**src/lpg_pkg.sv**
```systemverilog
// Shared types and constants of the lexicographic permutation generator.
// No dependencies; read by the channel interfaces and the top level.
package lpg_pkg;

	// One permutation element holds its value minus one in four bits
	localparam int ELEM_W = 4;
	// Packed permutation word, sixteen elements at most
	localparam int WORD_W = 64;
	// Length register width and its value after reset
	localparam int LEN_W = 5;
	localparam logic [LEN_W-1:0] LEN_RESET = 5'd6;

	typedef logic [ELEM_W-1:0] elem_t;
	typedef logic [LEN_W-1:0]  len_t;
	typedef logic [WORD_W-1:0] word_t;

endpackage

```
**src/lpg_channels.sv**
```systemverilog
// Valid/ready channel interfaces of the permutation generator: request,
// response and length configuration. Depends on lpg_pkg.

interface lpg_req_if;
	logic valid;
	logic ready;
	logic restart;

	modport source(output valid, output restart, input ready);
	modport sink(input valid, input restart, output ready);
endinterface

interface lpg_rsp_if;
	logic                valid;
	logic                ready;
	lpg_pkg::word_t      permutation_word;
	logic                is_final;
	logic                exhausted;

	modport source(output valid, output permutation_word, output is_final,
		output exhausted, input ready);
	modport sink(input valid, input permutation_word, input is_final,
		input exhausted, output ready);
endinterface

interface lpg_cfg_if;
	logic          valid;
	logic          ready;
	lpg_pkg::len_t length;

	modport source(output valid, output length, input ready);
	modport sink(input valid, input length, output ready);
endinterface

```
**src/lex_permutation_generator.sv**
```systemverilog
// Lexicographic permutation generator, top level.
// Depends on lpg_pkg and the channel interfaces in lpg_channels.sv.
//
// Each request word returns the current permutation of 1..length (element k,
// value minus one, in bits 4k+3..4k, unused elements zero) and then steps the
// stored order to its lexicographic successor. The last, descending order
// comes back with is_final set; later requests answer exhausted with a zero
// word until restart, or a write of length, reloads the identity. The order
// lives in a small memory with one write port and two registered read ports,
// and two comparators walk it. A request passes through an accept step, the
// rightmost-ascent scan, the search for the swap partner, the swap, the
// suffix reversal when the suffix holds two or more elements, and the load
// of the response register. A descending order goes from the scan straight
// to the load, and an exhausted answer or a length of one from accept to the
// load. The load waits while the response register still holds an unaccepted
// word. The block takes no request while it works, but the response register
// lets the next request start while the previous word waits. The identity
// reload is immediate: per-entry valid bits make unwritten entries read as
// their index.

module lex_permutation_generator #(
	parameter int MAX_ELEMENTS = 16
) (
	input  logic             clk,
	input  logic             arst_n,
	lpg_req_if.sink          req,
	lpg_rsp_if.source        rsp,
	lpg_cfg_if.sink          cfg
);

	localparam int EW     = lpg_pkg::ELEM_W;
	localparam int IDX_W  = $clog2(MAX_ELEMENTS);
	localparam int PERM_W = MAX_ELEMENTS * EW;

	typedef logic [IDX_W-1:0] idx_t;

	typedef enum logic [2:0] {
		ST_IDLE,
		ST_SCAN_P,
		ST_SCAN_S,
		ST_SWAP,
		ST_REV_RD,
		ST_REV_W1,
		ST_REV_W2,
		ST_EMIT
	} state_t;

	state_t state_q;

	// Order memory with valid bits; invalid entries read as identity
	lpg_pkg::elem_t order_mem [MAX_ELEMENTS];
	logic [MAX_ELEMENTS-1:0] valid_q;
	logic [PERM_W-1:0]       word_q;

	lpg_pkg::len_t len_q;
	logic          done_q;

	idx_t          q_q, pq_q, p_q, sq_q, lo_q, hi_q;
	logic          pend_q;
	lpg_pkg::elem_t piv_q;
	lpg_pkg::elem_t rd_a_q, rd_b_q;

	lpg_pkg::word_t res_word_q;
	logic           res_final_q, res_exh_q;

	logic           out_v_q;
	lpg_pkg::word_t out_word_q;
	logic           out_final_q, out_exh_q;

	// Read and write port controls
	logic           rd_en;
	idx_t           ra, rb;
	logic           wr_en;
	idx_t           wr_addr;
	lpg_pkg::elem_t wr_data;

	logic [PERM_W-1:0] ident;
	logic [PERM_W-1:0] word_cur, word_mask;
	idx_t              last_idx;
	logic              req_acc, cfg_acc, rsp_acc;
	logic              eff_done;
	logic              asc_hit, succ_hit;

	assign req.ready = (state_q == ST_IDLE);
	assign cfg.ready = 1'b1;
	assign req_acc   = req.valid && req.ready;
	assign cfg_acc   = cfg.valid && cfg.ready;
	assign rsp_acc   = rsp.valid && rsp.ready;

	assign rsp.valid            = out_v_q;
	assign rsp.permutation_word = out_word_q;
	assign rsp.is_final         = out_final_q;
	assign rsp.exhausted        = out_exh_q;

	// Last used index: length clamped to 1..MAX_ELEMENTS, minus one
	always_comb begin
		if (len_q == '0) begin
			last_idx = '0;
		end else if (len_q > lpg_pkg::LEN_W'(MAX_ELEMENTS)) begin
			last_idx = IDX_W'(MAX_ELEMENTS - 1);
		end else begin
			last_idx = IDX_W'(len_q - 1'b1);
		end
	end

	// Identity order and the masked word handed out on a request
	always_comb begin
		for (int k = 0; k < MAX_ELEMENTS; k++) begin
			ident[k*EW +: EW] = EW'(k);
		end
	end

	assign word_cur = req.restart ? ident : word_q;

	always_comb begin
		for (int k = 0; k < MAX_ELEMENTS; k++) begin
			word_mask[k*EW +: EW] = (IDX_W'(k) <= last_idx) ? word_cur[k*EW +: EW] : '0;
		end
	end

	assign eff_done = done_q && !req.restart;
	assign asc_hit  = pend_q && (rd_a_q < rd_b_q);
	assign succ_hit = pend_q && (rd_a_q > piv_q);

	// Port addressing per sequencer step
	always_comb begin
		rd_en   = 1'b0;
		ra      = q_q;
		rb      = q_q;
		wr_en   = 1'b0;
		wr_addr = p_q;
		wr_data = rd_a_q;
		unique case (state_q)
			ST_SCAN_P: begin
				rd_en = 1'b1;
				ra    = q_q - 1'b1;
				rb    = q_q;
			end
			ST_SCAN_S: begin
				rd_en   = 1'b1;
				wr_en   = succ_hit;
				wr_addr = p_q;
				wr_data = rd_a_q;
			end
			ST_SWAP: begin
				wr_en   = 1'b1;
				wr_addr = sq_q;
				wr_data = piv_q;
			end
			ST_REV_RD: begin
				rd_en = 1'b1;
				ra    = lo_q;
				rb    = hi_q;
			end
			ST_REV_W1: begin
				wr_en   = 1'b1;
				wr_addr = lo_q;
				wr_data = rd_b_q;
			end
			ST_REV_W2: begin
				rd_en   = 1'b1;
				ra      = lo_q + 1'b1;
				rb      = hi_q - 1'b1;
				wr_en   = 1'b1;
				wr_addr = hi_q;
				wr_data = rd_a_q;
			end
			default: begin
			end
		endcase
	end

	// Memory array: one write port, two registered read ports
	always_ff @(posedge clk) begin
		if (wr_en) begin
			order_mem[wr_addr] <= wr_data;
		end
		if (rd_en) begin
			rd_a_q <= valid_q[ra] ? order_mem[ra] : EW'(ra);
			rd_b_q <= valid_q[rb] ? order_mem[rb] : EW'(rb);
		end
	end

	// Sequencer, stored order shadow and response register
	always_ff @(posedge clk or negedge arst_n) begin
		if (!arst_n) begin
			state_q     <= ST_IDLE;
			valid_q     <= '0;
			word_q      <= ident;
			len_q       <= lpg_pkg::LEN_RESET;
			done_q      <= 1'b0;
			pend_q      <= 1'b0;
			out_v_q     <= 1'b0;
			res_final_q <= 1'b0;
			res_exh_q   <= 1'b0;
		end else begin
			if (wr_en) begin
				valid_q[wr_addr]         <= 1'b1;
				word_q[wr_addr*EW +: EW] <= wr_data;
			end
			if (rsp_acc) begin
				out_v_q <= 1'b0;
			end
			if (cfg_acc) begin
				len_q   <= cfg.length;
				valid_q <= '0;
				word_q  <= ident;
				done_q  <= 1'b0;
			end
			unique case (state_q)
				ST_IDLE: begin
					if (req_acc) begin
						if (req.restart) begin
							valid_q <= '0;
							word_q  <= ident;
							done_q  <= 1'b0;
						end
						res_final_q <= 1'b0;
						res_exh_q   <= eff_done;
						q_q         <= last_idx;
						pend_q      <= 1'b0;
						if (eff_done) begin
							res_word_q <= '0;
							state_q    <= ST_EMIT;
						end else begin
							res_word_q <= lpg_pkg::WORD_W'(word_mask);
							if (last_idx == '0) begin
								res_final_q <= 1'b1;
								done_q      <= 1'b1;
								state_q     <= ST_EMIT;
							end else begin
								state_q <= ST_SCAN_P;
							end
						end
					end
				end
				ST_SCAN_P: begin
					q_q    <= q_q - 1'b1;
					pq_q   <= q_q;
					pend_q <= 1'b1;
					if (asc_hit) begin
						p_q     <= pq_q - 1'b1;
						piv_q   <= rd_a_q;
						q_q     <= last_idx;
						pend_q  <= 1'b0;
						state_q <= ST_SCAN_S;
					end else if (pend_q && pq_q == idx_t'(1)) begin
						res_final_q <= 1'b1;
						done_q      <= 1'b1;
						state_q     <= ST_EMIT;
					end
				end
				ST_SCAN_S: begin
					q_q    <= q_q - 1'b1;
					pq_q   <= q_q;
					pend_q <= 1'b1;
					if (succ_hit) begin
						sq_q    <= pq_q;
						state_q <= ST_SWAP;
					end
				end
				ST_SWAP: begin
					lo_q <= p_q + 1'b1;
					hi_q <= last_idx;
					if ((p_q + 1'b1) < last_idx) begin
						state_q <= ST_REV_RD;
					end else begin
						state_q <= ST_EMIT;
					end
				end
				ST_REV_RD: begin
					state_q <= ST_REV_W1;
				end
				ST_REV_W1: begin
					state_q <= ST_REV_W2;
				end
				ST_REV_W2: begin
					lo_q <= lo_q + 1'b1;
					hi_q <= hi_q - 1'b1;
					if ((lo_q + 1'b1) < (hi_q - 1'b1)) begin
						state_q <= ST_REV_W1;
					end else begin
						state_q <= ST_EMIT;
					end
				end
				ST_EMIT: begin
					if (!out_v_q || rsp.ready) begin
						out_v_q     <= 1'b1;
						out_word_q  <= res_word_q;
						out_final_q <= res_final_q;
						out_exh_q   <= res_exh_q;
						state_q     <= ST_IDLE;
					end
				end
				default: begin
					state_q <= ST_IDLE;
				end
			endcase
		end
	end

	// An exhausted word carries no permutation and no final mark
	a_exh_word: assert property (@(posedge clk) disable iff (!arst_n)
		(rsp.valid && rsp.exhausted) |-> (rsp.permutation_word == '0 && !rsp.is_final))
		else $error("exhausted response with nonzero payload");

	// A length write reloads the identity: every entry reads as its index
	a_cfg_reload: assert property (@(posedge clk) disable iff (!arst_n)
		cfg_acc |=> (valid_q == '0 && done_q == 1'b0))
		else $error("length write did not reload identity");

	// The swap partner always lies right of the pivot
	a_succ_right: assert property (@(posedge clk) disable iff (!arst_n)
		(state_q == ST_SCAN_S && pend_q) |-> (pq_q > p_q))
		else $error("successor search passed the pivot");

	// Reversal writes only while the pair has not met
	a_rev_order: assert property (@(posedge clk) disable iff (!arst_n)
		(state_q == ST_REV_W1) |-> (lo_q < hi_q))
		else $error("suffix reversal pointers crossed");

	// The response register is never overwritten while it still waits
	a_no_overwrite: assert property (@(posedge clk) disable iff (!arst_n)
		(state_q == ST_EMIT && out_v_q && !rsp.ready) |=> (state_q == ST_EMIT))
		else $error("response loaded over a pending word");

endmodule

```
**src/flat_wrapper.sv**
```systemverilog
// flat-port wrapper written by rule: the top's interface ports become plain ports
module lex_permutation_generator_flat 
#(
	parameter int MAX_ELEMENTS = 16
)
  (clk, arst_n, req_valid, req_restart, req_ready, rsp_valid, rsp_permutation_word, rsp_is_final, rsp_exhausted, rsp_ready, cfg_valid, cfg_length, cfg_ready);
  lpg_req_if req_i ();
  lpg_rsp_if rsp_i ();
  lpg_cfg_if cfg_i ();
  input  logic clk;
  input  logic arst_n;
  input wire logic [$bits(req_i.valid)-1:0] req_valid;
  input wire logic [$bits(req_i.restart)-1:0] req_restart;
  output wire logic [$bits(req_i.ready)-1:0] req_ready;
  output wire logic [$bits(rsp_i.valid)-1:0] rsp_valid;
  output wire logic [$bits(rsp_i.permutation_word)-1:0] rsp_permutation_word;
  output wire logic [$bits(rsp_i.is_final)-1:0] rsp_is_final;
  output wire logic [$bits(rsp_i.exhausted)-1:0] rsp_exhausted;
  input wire logic [$bits(rsp_i.ready)-1:0] rsp_ready;
  input wire logic [$bits(cfg_i.valid)-1:0] cfg_valid;
  input wire logic [$bits(cfg_i.length)-1:0] cfg_length;
  output wire logic [$bits(cfg_i.ready)-1:0] cfg_ready;
  assign req_i.valid = req_valid;
  assign req_i.restart = req_restart;
  assign req_ready = req_i.ready;
  assign rsp_valid = rsp_i.valid;
  assign rsp_permutation_word = rsp_i.permutation_word;
  assign rsp_is_final = rsp_i.is_final;
  assign rsp_exhausted = rsp_i.exhausted;
  assign rsp_i.ready = rsp_ready;
  assign cfg_i.valid = cfg_valid;
  assign cfg_i.length = cfg_length;
  assign cfg_ready = cfg_i.ready;
  lex_permutation_generator #(.MAX_ELEMENTS(MAX_ELEMENTS)) u_core (.clk(clk), .arst_n(arst_n), .req(req_i), .rsp(rsp_i), .cfg(cfg_i));
endmodule
```
**config.mk**
```make
export PLATFORM = sky130hd
export DESIGN_NAME = lex_permutation_generator_flat
export DESIGN_NICKNAME = d
export VERILOG_FILES = /design/src/lpg_pkg.sv /design/src/lpg_channels.sv /design/src/lex_permutation_generator.sv /design/src/flat_wrapper.sv
export SDC_FILE = /design/constraint.sdc
export NUM_CORES = 1
export LEC_CHECK = 0
export BUFFER_PORTS_ARGS = -buffer_cell sky130_fd_sc_hd__buf_2
export CAP_MARGIN = 20
export CORE_ASPECT_RATIO = 1.1
export CORE_MARGIN = 2
export CORE_UTILIZATION = 50
export CTS_CLUSTER_DIAMETER = 50
export CTS_CLUSTER_SIZE = 16
export DETAILED_ROUTE_END_ITERATION = 10
export HOLD_SLACK_MARGIN = 0.12
export PLACE_DENSITY = 0.7
export SETUP_SLACK_MARGIN = 0.2
export SYNTH_ARGS = -nofsm -noshare
export SYNTH_HDL_FRONTEND = slang
export SYNTH_SLANG_ARGS = --single-unit
```
**constraint.sdc**
```tcl
create_clock -name clk -period 8.15 [get_ports clk]
set_input_delay 0.4075 -clock clk [delete_from_list [all_inputs] [get_ports clk]]
set_output_delay 0.4075 -clock clk [all_outputs]
set_load 0.03 [all_outputs]
```
# After elaboration in Yosys (flattened, before gate mapping)
# Memory sizes are Yosys's and may differ from the RTL's.
# Cells that the tools add are included.
# word_totals
reg_bits,259
ram_bits,64
in_bits,11
output_inout_bits,69
wordCells,242
memories,1
# mem_list
name,words,width,read_ports,rd_ports_with_merged_regs,write_ports,line_no,source
u_core.order_mem,16,4,2,0,1,lex_permutation_generator.sv:51,lpg_pkg::elem_t order_mem [MAX_ELEMENTS];
# op_classes
n_addsub,7
order_cmp,25
n_eq_ne,14
n_shift,2
n_mux,65
n_bitwise,17
reduce_logical,60
# op_table
operator,n
$mux 64,6
$mux 16,5
$bwmux 64,1
$shift 4x34->64 const A,1
$shiftx 4x34->64,1
$reduce_or 3->1,16
$pmux 4 s3,3
$neg 6->34,1
$le 4x4->1 const A,8
$pmux 4 s2,4
$reduce_or 2->1,16
$mux 4,6
$pmux 3 s8,1
$mux 1,23
$mux 3,7
$le 3x4->1 const A,4
$not 1->1,16
$or 16x16->16,1
$sub 4x1->4 const B,4
$lt 4x5->1 const B,3
$reduce_and 3->1,5
$eq 3x3->1 const B,4
$lt 4x4->1,3
$add 4x1->4 const B,2
27 further kinds,49

# Depth between registers and ports, before layout
# Gate-level depths: netlist of the first run.
# logic_depth
depth_word,12
ltp_mapped,13
ltp_nobuf,11

# Worst setup path after synthesis of the first run
# OpenSTA, ideal clock, no wires.
# synth_timing
path_kind,reg-to-reg
start,register u_core.state_q[2]
end,"register u_core.out_exh_q, in the netlist u_core.rsp.exhausted, enable pin"
setup_ns,0.492
t_arrival_ns,3.741
required_ns,7.658
setup_slack_ns,3.918
stages_incl_launch_ff,6
path_buffers,3
period_less_slack_ns,4.232
path_cell_list,dfrtp_1 -> buf_4 -> buf_6 -> buf_2 -> nand2_1 -> nor2_1
# synth_via
elab_chain_cells,2
# synth_lines
element,line_no,source
start: declaration,lex_permutation_generator.sv:48,state_t state_q;
start signal: assignment,lex_permutation_generator.sv:187,state_q <= ST_IDLE;
start signal: assignment,lex_permutation_generator.sv:224,state_q <= ST_EMIT;
start signal: assignment,lex_permutation_generator.sv:230,state_q <= ST_EMIT;
$eq 3x3->1,lex_permutation_generator.sv:210,unique case (state_q)
$reduce_and 3->1 (no source line),n/a,
end signal: assignment,lex_permutation_generator.sv:291,out_exh_q <= res_exh_q;
end: declaration,lex_permutation_generator.sv:68,"logic out_final_q, out_exh_q;"
# Every way passes these cells.
# A chain may end at the register's enable or synchronous reset.

# Final worst setup path of the first run
# layout_timing
start,register u_core.state_q[2]
end,register u_core.word_q[40]
# layout_via
elab_chain_cells,10
word_cells_on_any_way,19
classes_between,1 x add/sub; 4 x eq/ne; 2 x shift; 9 x mux; 3 x reduce/logical
# layout_lines
element,line_no,source
$eq 3x3->1 or $eq 3x2->1 (tied branches),lex_permutation_generator.sv:133,unique case (state_q)
$pmux 4 s3,lex_permutation_generator.sv:133,
$neg 6->34,lex_permutation_generator.sv:199,word_q[wr_addr*EW +: EW] <= wr_data;
$shiftx 4x34->64 or $shift 4x34->64 (tied branches),lex_permutation_generator.sv:199,
$bwmux 64,lex_permutation_generator.sv:199,
$mux 64,lex_permutation_generator.sv:197,if (wr_en) begin
$mux 64,lex_permutation_generator.sv:204,if (cfg_acc) begin
$mux 64,lex_permutation_generator.sv:213,if (req.restart) begin
$mux 64,lex_permutation_generator.sv:212,if (req_acc) begin
$mux 64 (*),lex_permutation_generator.sv:210,
end signal: indexed assignment,lex_permutation_generator.sv:199,
end signal: assignment,lex_permutation_generator.sv:207,word_q <= ident;
end signal: assignment,lex_permutation_generator.sv:215,word_q <= ident;
end: declaration,lex_permutation_generator.sv:53,logic [PERM_W-1:0] word_q;
# Mark *: on every way between the ends. The rest lies on a longest branch, timed or not.

==> results of run 1 <==
## worst max-delay path, delay by kind of cell (launching register included)
kind            cells  cell delay (ns)
flops               1             1.02
compound gates      3             1.58
fa+ha+maj           1             0.44
mux                 1             0.28
simple gates        3             1.00
buf+inv             1             0.11
## Yosys cell counts, types with 24 or more instances
master,count,share of area [%]
mux2i_1,100,6.5
ha_1,25,2.0
dfstp_2,34,5.8
nand2_1,111,2.7
nor2_1,115,2.8
inv_1,42,1.0
and3_1,24,0.98
o21a_1,25,1.2
dfrtp_1,59,9.6
and2_1,33,1.3
edfxtp_1,230,45
a21oi_1,39,1.3
clkbuf_1,29,0.71
o21ai_0,26,0.85
## logic make-up after synthesis
family | Yosys count | share of synthesized area [%]
and+or+nand+nor | 398 | 12.71
DFF | 323 | 60.29
other | 1 | 0.02437
xor gates and xnor gates | 19 | 1.130
muxes | 131 | 10.16
buffers and inverters | 100 | 3.082
AOI/OAI and AO/OA | 195 | 10.51
adders and majority gates | 26 | 2.098
## layer usage
metal	routed length, um	track usage, %	vias up
met2	17680	38.77	339
met4	1357	8.214	0
met5	0	0	-
met3	1727	2.448	83
li1	-	-	4601
met1	14810	29.48	4894
## sequential cells by signal (all words and copies together), names as in the netlist
signal	cells
u_core.rd_b_q	4
u_core.order_mem	64
u_core.sq_q	4
u_core.pq_q	4
u_core.hi_q	4
u_core.word_q	64
u_core.pend_q	1
u_core.res_word_q	64
u_core.res_exh_q	1
u_core.p_q	4
u_core.rsp.is_final	1
u_core.len_q	5
u_core.done_q	1
u_core.rd_a_q	4
u_core.rsp.valid	1
u_core.q_q	4
u_core.rsp.exhausted	1
u_core.valid_q	16
u_core.res_final_q	1
u_core.rsp.permutation_word	64
u_core.state_q	3
u_core.lo_q	4
u_core.piv_q	4
## stage by stage
step           cells  total power [mW]  setup WS [ns]  hold slack [ns]  util (%)
3_3_place_gp    1641             5.248          3.817           0.3321     53.15
2_1_floorplan   1193             4.508          3.918           0.1119         -
6_report        1703             6.712          3.575           0.1483     56.68
5_1_grt         1703             7.048          3.273           0.1722     56.68
4_1_cts         1702             6.693          3.583           0.1365     56.59
3_5_place_dp    1642             5.297          3.598           0.3336     53.16
## where the power goes
group	leakage (nW)	switching, mW	internal, mW
Sequential	3.24	0.160	2.20
Clock	0.469	0.612	0.772
Combinational	2.77	2.00	0.971
Total	6.47	2.77	3.94
## what timing repair did
action / in CTS / in global routing
hold endpoints to repair: 21 / 0
setup buffers: 0 / 0
hold buffers: 6 / 0
## area by class of cell
| type | instances | area share [%] |
|---|---|---|
| sequential | 323 | 53.93 |
| multi-input combinational | 770 | 33.02 |
| clock buffer | 40 | 4.699 |
| timing repair buffer | 100 | 3.426 |
| tap | 414 | 3.011 |
| clock inverter | 14 | 1.004 |
| inverter | 42 | 0.9165 |
## cell usage in the layout (no fill, tap or decap), types with 25 or more instances in the layout
cell / synthesis / routed
a21oi_1: 39 / 39
and2_1: 33 / 33
buf_2: 13 / 77
clkbuf_16: 0 / 30
dfrtp_1: 59 / 59
dfstp_2: 34 / 34
edfxtp_1: 230 / 230
ha_1: 25 / 25
inv_1: 42 / 42
mux2i_1: 100 / 99
nand2_1: 111 / 111
nor2_1: 115 / 113
o21a_1: 25 / 25
o21ai_0: 26 / 26
## how the worst max path moves through the flow
stage                                        from                             end  slack (ns)  depth (start not counted)
floorplan           u_core.state_q[2]$_DFFE_PN0P_  u_core.rsp.exhausted$_DFFE_PP_        3.92                          5
global placement    u_core.state_q[1]$_DFFE_PN0P_      u_core.word_q[4]$_DFF_PN1_        3.82                         10
detailed placement  u_core.state_q[1]$_DFFE_PN0P_      u_core.word_q[4]$_DFF_PN1_        3.60                         10
CTS                 u_core.state_q[1]$_DFFE_PN0P_      u_core.word_q[5]$_DFF_PN0_        3.58                         10
global route        u_core.state_q[2]$_DFFE_PN0P_     u_core.word_q[40]$_DFF_PN0_        3.27                          9
finish              u_core.state_q[2]$_DFFE_PN0P_     u_core.word_q[40]$_DFF_PN0_        3.57                          9
==> run summary, run 1 <==
status = finished clean
Clock Tree Buf Depth = 3
CTS Buf Count = 29
CTS tree = done
initial antenna violation count = 0
Clock transition at path regs = 0.07 ns
grt ovf = 0
pwr/cell area = 390.2 nW/um^2
Leak = 6.473 nW
Synth Cell Area = 15390 um^2
final setup vio count = 0
Initial Util = 50.71%
Slew HR = 22.83%
Peak Freq = 0.2186 GHz
Layout area overhead = 11.79%
RSZ-0062 raised after global routing = no
# Max-Cap Violations = 0
area of the multi-input gates = 5679 um^2
# resized after CTS = 0
CP max stage cell = dfrtp_1
Register Area = 9276 um^2
hpwl dp = 25000 um
critical path class = reg -> reg
Arrival @ worst endpoint = 5.00 ns
crit path cell chain = nand3b_1 > a31oi_1 > ha_1 > inv_1 > a21oi_1 > nor2_1 > a2111oi_4 > mux2i_1 > nor2_1
fillers = 2519
Synth Flop Type = edfxtp_1
clk root buf = clkbuf_16
proportion of layout cells with a drive suffix above 1 = 18.46%
Ys Warns = 0
syn nets = 1229
syn avg cell area = 12.90 um^2
global-route wire length before repair = 56300 um
drt pass-1 iters = 8
Slew Viols, Final = 0
pin count of the biggest net entering global routing = 67
clock latency on the worst-skew pair = 0.57 ns
1st-iter DRT viols = 845
vias in the first global route = 9927
Period minus WS final = 4.575 ns
GP Congestion = 0.8994
DIE HEIGHT = 188.0 um
clock skew = 0.01662 ns
DRC Markers = 0
antenna cells = 0
placed instance area = 16130 um^2
most frequent CP cell = nor2_1
critical path startpoint category = flop
post-synthesis sequential area ratio = 60.29%
worst r2r path cells = 9
GRT Util Overall = 22.54%
WHS Endpoint = u_core.rsp.valid$_DFF_PN0_
HP Class = in -> reg
routed wire length = 35570 um
r2r startpoint = u_core.state_q[2]$_DFFE_PN0P_
Crit Path Max Fanout = 31
Syn Inst Count = 1193
vias = 9917
row count = 67
final hold vios = 0
Unique masters post-synth = 82
Min-Delay Path Depth = 3
vias per cell = 5.823
average routed wire per standard cell = 20.89 um
FF-to-FF setup slack = 3.57 ns
VDD IR max = 0.2036 mV
clock sink total = 323
Tcrit/Tclk final = 56.14%
IO Port Bufs = 78
final non-filler cell area = 17200 um^2
CP required = 8.57 ns
area of the die = 32200 um^2
CP Capture Type = flop
Post-synth EDFFs = 230
Hold Crit Start = rsp_ready
H-tree depth = 1
Final #Nets = 1302
DRT antenna net count = 0
worst slew pin tran = 1.158 ns
Slowest Stage Delay on Critical Path = 1.02 ns
RR Endpoint = u_core.word_q[40]$_DFF_PN0_
Setup TNS = 0 ns
#FFs+latches synth = 323
# IOs = 80
share of flip-flops with an asynchronous set or reset = 28.79%
Die Width = 171.3 um
CORE AREA = 30350 um^2
Note: power is estimated with default switching activity, not from simulation.
==> run 2: changes to the inputs <==
==> constraint.sdc (replaced) <==
create_clock -name clk -period 4.6 [get_ports clk]
set_input_delay 0.23 -clock clk [delete_from_list [all_inputs] [get_ports clk]]
set_output_delay 0.23 -clock clk [all_outputs]
set_load 0.03 [all_outputs]
==> run 2 against run 1 <==
  * Critical path type unchanged
  * Power rose by 77%
  * Clock power increased by 73%
  * Die area unchanged
  * Setup slack got worse by 3.0 ns
  * Register-to-register slack lost 3.0 ns
  * Via count grew 0.74%
  * Design area rose by 0.64%
  * Flip-flop and latch count did not move
  * Non-clock buffer count is 19 higher
==> run summary, run 2 (same netlist as run 1, synthesis figures left out) <==
status = finished clean
Layout Utilization = 57.05% (+0.36 points)
Slew HR = 29.77% (+6.9 points)
commonest cells after routing, fill and taps aside = 230 x edfxtp_1, 113 x nor2_1, 111 x nand2_1
critical path startpoint category = flop
fillers = 2526 (+0.28%)
share of power burned in registers = 35.3% (about the same)
Setup WS post-layout = 0.5998 ns (-2.975 ns)
Slew Viols, Final = 0 (unchanged)
row count = 67 (unchanged)
vias = 9990 (+0.74%)
placed instance area = 16210 um^2 (+0.49%)
proportion of layout cells with a drive suffix above 1 = 18.88% (+0.42 points)
Crit Path Max Fanout = 13 (-58%)
vias in the first global route = 10070 (+1.4%)
HP Class = in -> async
vias per cell = 5.801 (-0.38%)
Arrival @ worst endpoint = 4.41 ns (-0.59 ns)
CP bufs+invs = 3 (+2)
clock latency on the worst-skew pair = 0.56 ns (about the same)
critical path class = reg -> reg
Die Width = 171.3 um (unchanged)
r2r startpoint = u_core.state_q[0]$_DFFE_PN0P_
grt ovf = 0 (unchanged)
Tcrit/Tclk final = 86.96% (+31 points)
worst slew pin tran = 1.053 ns (-0.1043 ns)
Clock transition at path regs = 0.07 ns (about the same)
pwr/cell area = 685.2 nW/um^2 (+76%)
Clock Tree Buf Depth = 3 (unchanged)
clock sink total = 323 (unchanged)
DIE HEIGHT = 188.0 um (unchanged)
CTS Hold Buffers Added = 15 (+9)
CTS Buf Count = 29 (unchanged)
# Max-Cap Violations = 0 (unchanged)
Peak Freq = 0.2500 GHz (+14%)
CTS tree = done
# resized after CTS = 0 (unchanged)
power share of the clock group = 20.1% (-0.5 points)
initial antenna violation count = 0 (unchanged)
H-tree depth = 1 (unchanged)
GRT Util Overall = 22.18% (-0.35 points)
NetSw = 4.878 mW (+76%)
antenna cells = 0 (unchanged)
CP max stage cell = dfrtp_1
most frequent CP cell = nor2_1
Net Sw Frac = 41.12% (-0.13 points)
area of the multi-input gates = 5679 um^2 (unchanged)
DRC Markers = 0 (unchanged)
RSZ-0062 raised after global routing = no
hpwl dp = 25130 um (+0.52%)
Register Area = 9276 um^2 (unchanged)
Period minus WS final = 4.000 ns (-0.5750 ns)
CORE AREA = 30350 um^2 (unchanged)
Place WS = 0.6859 ns (-2.912 ns)
VDD IR max = 0.4201 mV (+110%)
1st-iter DRT viols = 850 (+0.59%)
delay-heaviest family, CP = compound AO/OA/AOI/OAI gates
final non-filler cell area = 17310 um^2 (+0.64%)
pin count of the biggest net entering global routing = 69 (+3.0%)
Final #Nets = 1321 (+1.5%)
routed wire length = 35170 um (-1.1%)
drt pass-1 iters = 7 (-1)
global-route wire length before repair = 55530 um (-1.4%)
final setup vio count = 0 (unchanged)
average routed wire per standard cell = 20.42 um (-2.2%)
clk root buf = clkbuf_16
combinational fraction of design power = 44.5% (+0.3 points)
GP Congestion = 0.9379 (+4.3%)
CP required = 5.01 ns (-3.56 ns)
DRT antenna net count = 0 (unchanged)
area of the die = 32200 um^2 (unchanged)
commonest non-fill, non-tap cell in the layout = edfxtp_1
clock skew = 0.01485 ns (-0.001763 ns)
Setup TNS = 0 ns (unchanged)
Leak = 6.545 nW (+1.1%)
Initial Util = 50.71% (unchanged)
CP Launch Point = u_core.state_q[0]$_DFFE_PN0P_
CP Capture Type = flop
IO Port Bufs = 78 (unchanged)
number of setup buffers added after CTS = 0 (unchanged)
cell-internal power = 6.984 mW (+77%)
Layout area overhead = 12.51%
crit path cell chain = buf_4 > nand3b_1 > o211ai_1 > a31oi_1 > ha_1 > inv_1 > a21oi_1 > nor2_1 > buf_6 > a2111oi_4 > mux2i_1 > nor2_1
Slowest Stage Delay on Critical Path = 0.58 ns (-0.44 ns)
final hold vios = 0 (unchanged)
# IOs = 80 (unchanged)
worst hold slack = 0.1744 ns (+0.02614 ns)
run 2: layer usage:
| metal | track usage (%) | vias up | wire length (um) |
|---|---|---|---|
| li1 | - | 4635 | - |
| met1 | 27.75 | 4926 | 14140 |
| met2 | 38.93 | 332 | 17840 |
| met3 | 2.512 | 97 | 1699 |
| met4 | 9.257 | 0 | 1491 |
| met5 | 0 | - | 0 |
run 2: final timing paths:
path / to / slack, ns / depth (start not counted)
worst min register to register: u_core.rsp.permutation_word[22]$_DFFE_PP_ / 0.42 / 0
worst max-delay path: u_core.word_q[40]$_DFF_PN0_ / 0.60 / 12
worst max register to register: u_core.word_q[40]$_DFF_PN0_ / 0.60 / 12
max in group asynchronous: u_core.res_exh_q$_DFFE_PN0P_ / 3.17 / 3
min in group clk: u_core.rsp.permutation_word[22]$_DFFE_PP_ / 0.42 / 0
worst min-delay path: u_core.valid_q[6]$_DFF_PN0_ / 0.17 / 2
run 2: layout make-up:
cell class                      count  area share (%)
Clock inverter                     16           1.034
Sequential cell                   323           53.58
Multi-Input combinational cell    770           32.81
Timing Repair Buffer              119           4.286
Inverter                           42          0.9107
Tap cell                          414           2.992
Clock buffer                       38           4.387
run 2: power by group through the flow:
stage          registers (mW)  clock network [mW]  logic [mW]
5_1_grt                  4.24                2.55        5.69
2_1_floorplan            4.23                   0        3.75
3_5_place_dp             4.24                   0        5.19
3_3_place_gp             4.24                   0        5.10
6_report                 4.19                2.39        5.28
4_1_cts                  4.19                2.44        5.22
run 2: per-stage QoR:
stage                     power [mW]  cells
after global routing           12.48   1722
after detailed placement       9.431   1652
after global placement         9.333   1652
after floorplan                7.988   1193
final                          11.86   1722
after CTS                      11.85   1721
==> run 3: changes to the inputs <==
--- a/config.mk
+++ b/config.mk
@@ -9,12 +9,12 @@
 export CAP_MARGIN = 20
 export CORE_ASPECT_RATIO = 1.1
 export CORE_MARGIN = 2
-export CORE_UTILIZATION = 50
+export CORE_UTILIZATION = 30
 export CTS_CLUSTER_DIAMETER = 50
 export CTS_CLUSTER_SIZE = 16
 export DETAILED_ROUTE_END_ITERATION = 10
 export HOLD_SLACK_MARGIN = 0.12
-export PLACE_DENSITY = 0.7
+export PLACE_DENSITY = 0.48
 export SETUP_SLACK_MARGIN = 0.2
 export SYNTH_ARGS = -nofsm -noshare
 export SYNTH_HDL_FRONTEND = slang
==> run 3 against run 2 <==
  * Clock skew up 0.0094 ns
  * Core utilization down 22 points
  * Critical endpoint is now u_core.rd_b_q[1]$_DFFE_PP_
  * Flip-flop and latch count unchanged
==> run summary, run 3 (same netlist as run 1, synthesis figures left out) <==
status = finished clean
power share of the clock group = 23.9% (+3.8 points)
Die Width = 219.9 um (+28%)
VDD IR max = 0.3179 mV (-24%)
CP required = 4.90 ns (-0.11 ns)
number of setup buffers added after CTS = 0 (unchanged)
commonest non-fill, non-tap cell in the layout = edfxtp_1
Layout Cells excl Fill = 1991 (+16%)
Clock Tree Buf Depth = 3 (unchanged)
HP Class = in -> async
r2r startpoint = u_core.state_q[2]$_DFFE_PN0P_
final setup vio count = 0 (unchanged)
pwr/cell area = 702.4 nW/um^2 (+2.5%)
NetSw = 5.192 mW (+6.4%)
Period minus WS final = 3.971 ns (-0.02963 ns)
row count = 87 (+30%)
global-route wire length before repair = 61770 um (+11%)
clk root buf = clkbuf_16
CTS tree = done
Crit Path Max Fanout = 19 (+6)
Setup TNS = 0 ns (unchanged)
Slew Viols, Final = 0 (unchanged)
CP Launch Point = u_core.state_q[2]$_DFFE_PN0P_
Slew HR = 34.85% (+5.1 points)
GP Congestion = 0.8490 (-9.5%)
proportion of layout cells with a drive suffix above 1 = 20.17% (+1.3 points)
worst slew pin tran = 0.9636 ns (-0.08969 ns)
# IOs = 80 (unchanged)
IO Port Bufs = 78 (unchanged)
Peak Freq = 0.2519 GHz (+0.75%)
combinational fraction of design power = 42.7% (-1.8 points)
critical path class = reg -> reg
pin count of the biggest net entering global routing = 67 (-2.9%)
grt ovf = 0 (unchanged)
Final #Nets = 1332 (+0.83%)
Layout area overhead = 16.88%
H-tree depth = 2 (+1)
commonest cells after routing, fill and taps aside = 230 x edfxtp_1, 113 x nor2_1, 111 x nand2_1
average routed wire per standard cell = 20.32 um (-0.52%)
area of the die = 53120 um^2 (+65%)
routed wire length = 40450 um (+15%)
vias per cell = 4.998 (-14%)
FF-to-FF setup slack = 0.63 ns (+0.03 ns)
vias = 9952 (-0.38%)
RSZ-0062 raised after global routing = no
final hold vios = 0 (unchanged)
GRT Util Overall = 15.31% (-6.9 points)
clock skew = 0.02427 ns (+0.009413 ns)
share of power burned in registers = 33.4% (-1.9 points)
antenna cells = 0 (unchanged)
Place WS = 0.6419 ns (-0.04400 ns)
1st-iter DRT viols = 760 (-11%)
drt pass-1 iters = 6 (-1)
DRT antenna net count = 0 (unchanged)
Arrival @ worst endpoint = 4.27 ns (-0.14 ns)
Inst Count DP = 1908 (+15%)
Tcrit/Tclk final = 86.32% (-0.64 points)
clock sink total = 323 (unchanged)
CP Capture Type = flop
Initial Util = 30.20% (-21 points)
Clock transition at path regs = 0.06 ns (about the same)
Leak = 6.706 nW (+2.5%)
CORE AREA = 50940 um^2 (+68%)
Final Power = 12.63 mW (+6.5%)
cell-internal power = 7.440 mW (+6.5%)
Net Sw Frac = 41.10% (about the same)
DRC Markers = 0 (unchanged)
initial antenna violation count = 0 (unchanged)
clock latency on the worst-skew pair = 0.56 ns (about the same)
# Max-Cap Violations = 0 (unchanged)
Setup WS post-layout = 0.6294 ns (+0.02963 ns)
vias in the first global route = 10140 (+0.74%)
worst r2r path cells = 8 (-4)
RR Endpoint = u_core.rd_b_q[1]$_DFFE_PP_
CTS Buf Count = 37 (+28%)
critical path startpoint category = flop
CP endpoint = u_core.rd_b_q[1]$_DFFE_PP_
DIE HEIGHT = 241.5 um (+28%)
hpwl dp = 29010 um (+15%)
run 3: cell types whose count changed in the layout (fill, tap and decap cells not counted), sizes merged:
| cell | before | now |
|---|---|---|
| bufinv | 2 | 3 |
| buf | 104 | 107 |
| clkinv | 6 | 9 |
| clkbuf | 38 | 43 |
| clkinvlp | 1 | 5 |
run 3: worst min-delay path by stage:
stage | from | end | cells past startpoint | slack (ns)
3_3_place_gp | arst_n | u_core.valid_q[3]$_DFF_PN0_ | 1 | 0.18
2_1_floorplan | arst_n | u_core.done_q$_DFF_PN0_ | 0 | -0.07
4_1_cts | arst_n | u_core.valid_q[1]$_DFF_PN0_ | 2 | 0.13
6_report | arst_n | u_core.valid_q[1]$_DFF_PN0_ | 2 | 0.14
5_1_grt | arst_n | u_core.valid_q[1]$_DFF_PN0_ | 2 | 0.15
3_5_place_dp | arst_n | u_core.valid_q[1]$_DFF_PN0_ | 1 | 0.18
run 3: layer usage:
metal  up-vias  track usage, %  part of all wire [%]
li1       4656               -                     -
met5         -               0                     0
met3        78           1.975                   4.0
met4         0           7.165                   4.2
met1      4951           19.22                    42
met2       267           25.99                    50
run 3: area by class of cell:
class                   instances  area, um^2
clock inverters                24       294.0
flip-flops and latches        323        9276
well taps                     667       834.6
fillers                      4965       32960
repair buffers                122       760.7
inverters                      42       157.7
multi-input cells             770        5682
clock buffers                  43       979.7
run 3: repair_timing:
item                                   4_1_cts  5_1_grt
endpoints found under the hold margin       43        0
hold buffers                                15        0
gates resized for setup                      0        0
run 3: power by group through the flow:
stage,clock (mW),sequential (mW),combinational [mW]
after floorplan,0,4.23,3.75
after global placement,0,4.27,5.32
after detailed placement,0,4.28,5.36
after CTS,3.11,4.22,5.39
after global routing,3.24,4.27,5.81
final,3.02,4.22,5.39
run 3: metrics by stage:
step / util (%) / hold slack, ns / instance area, um^2
2_1_floorplan: - / -0.06559 / 15390
3_3_place_gp: 32.49 / 0.1804 / 16550
3_5_place_dp: 32.49 / 0.1763 / 16550
4_1_cts: 35.29 / 0.1340 / 17980
5_1_grt: 35.30 / 0.1547 / 17980
6_report: 35.30 / 0.1360 / 17980
run 3: worst max-delay path: stages, from the launching register on:
cell and delay, ns:
dfrtp_1 0.72, buf_4 0.26, nor2b_1 0.76, o211ai_1 0.22
o21ai_2 0.41, mux4_2 0.65, mux2i_1 0.18, mux2i_1 0.17
mux2_2 0.34
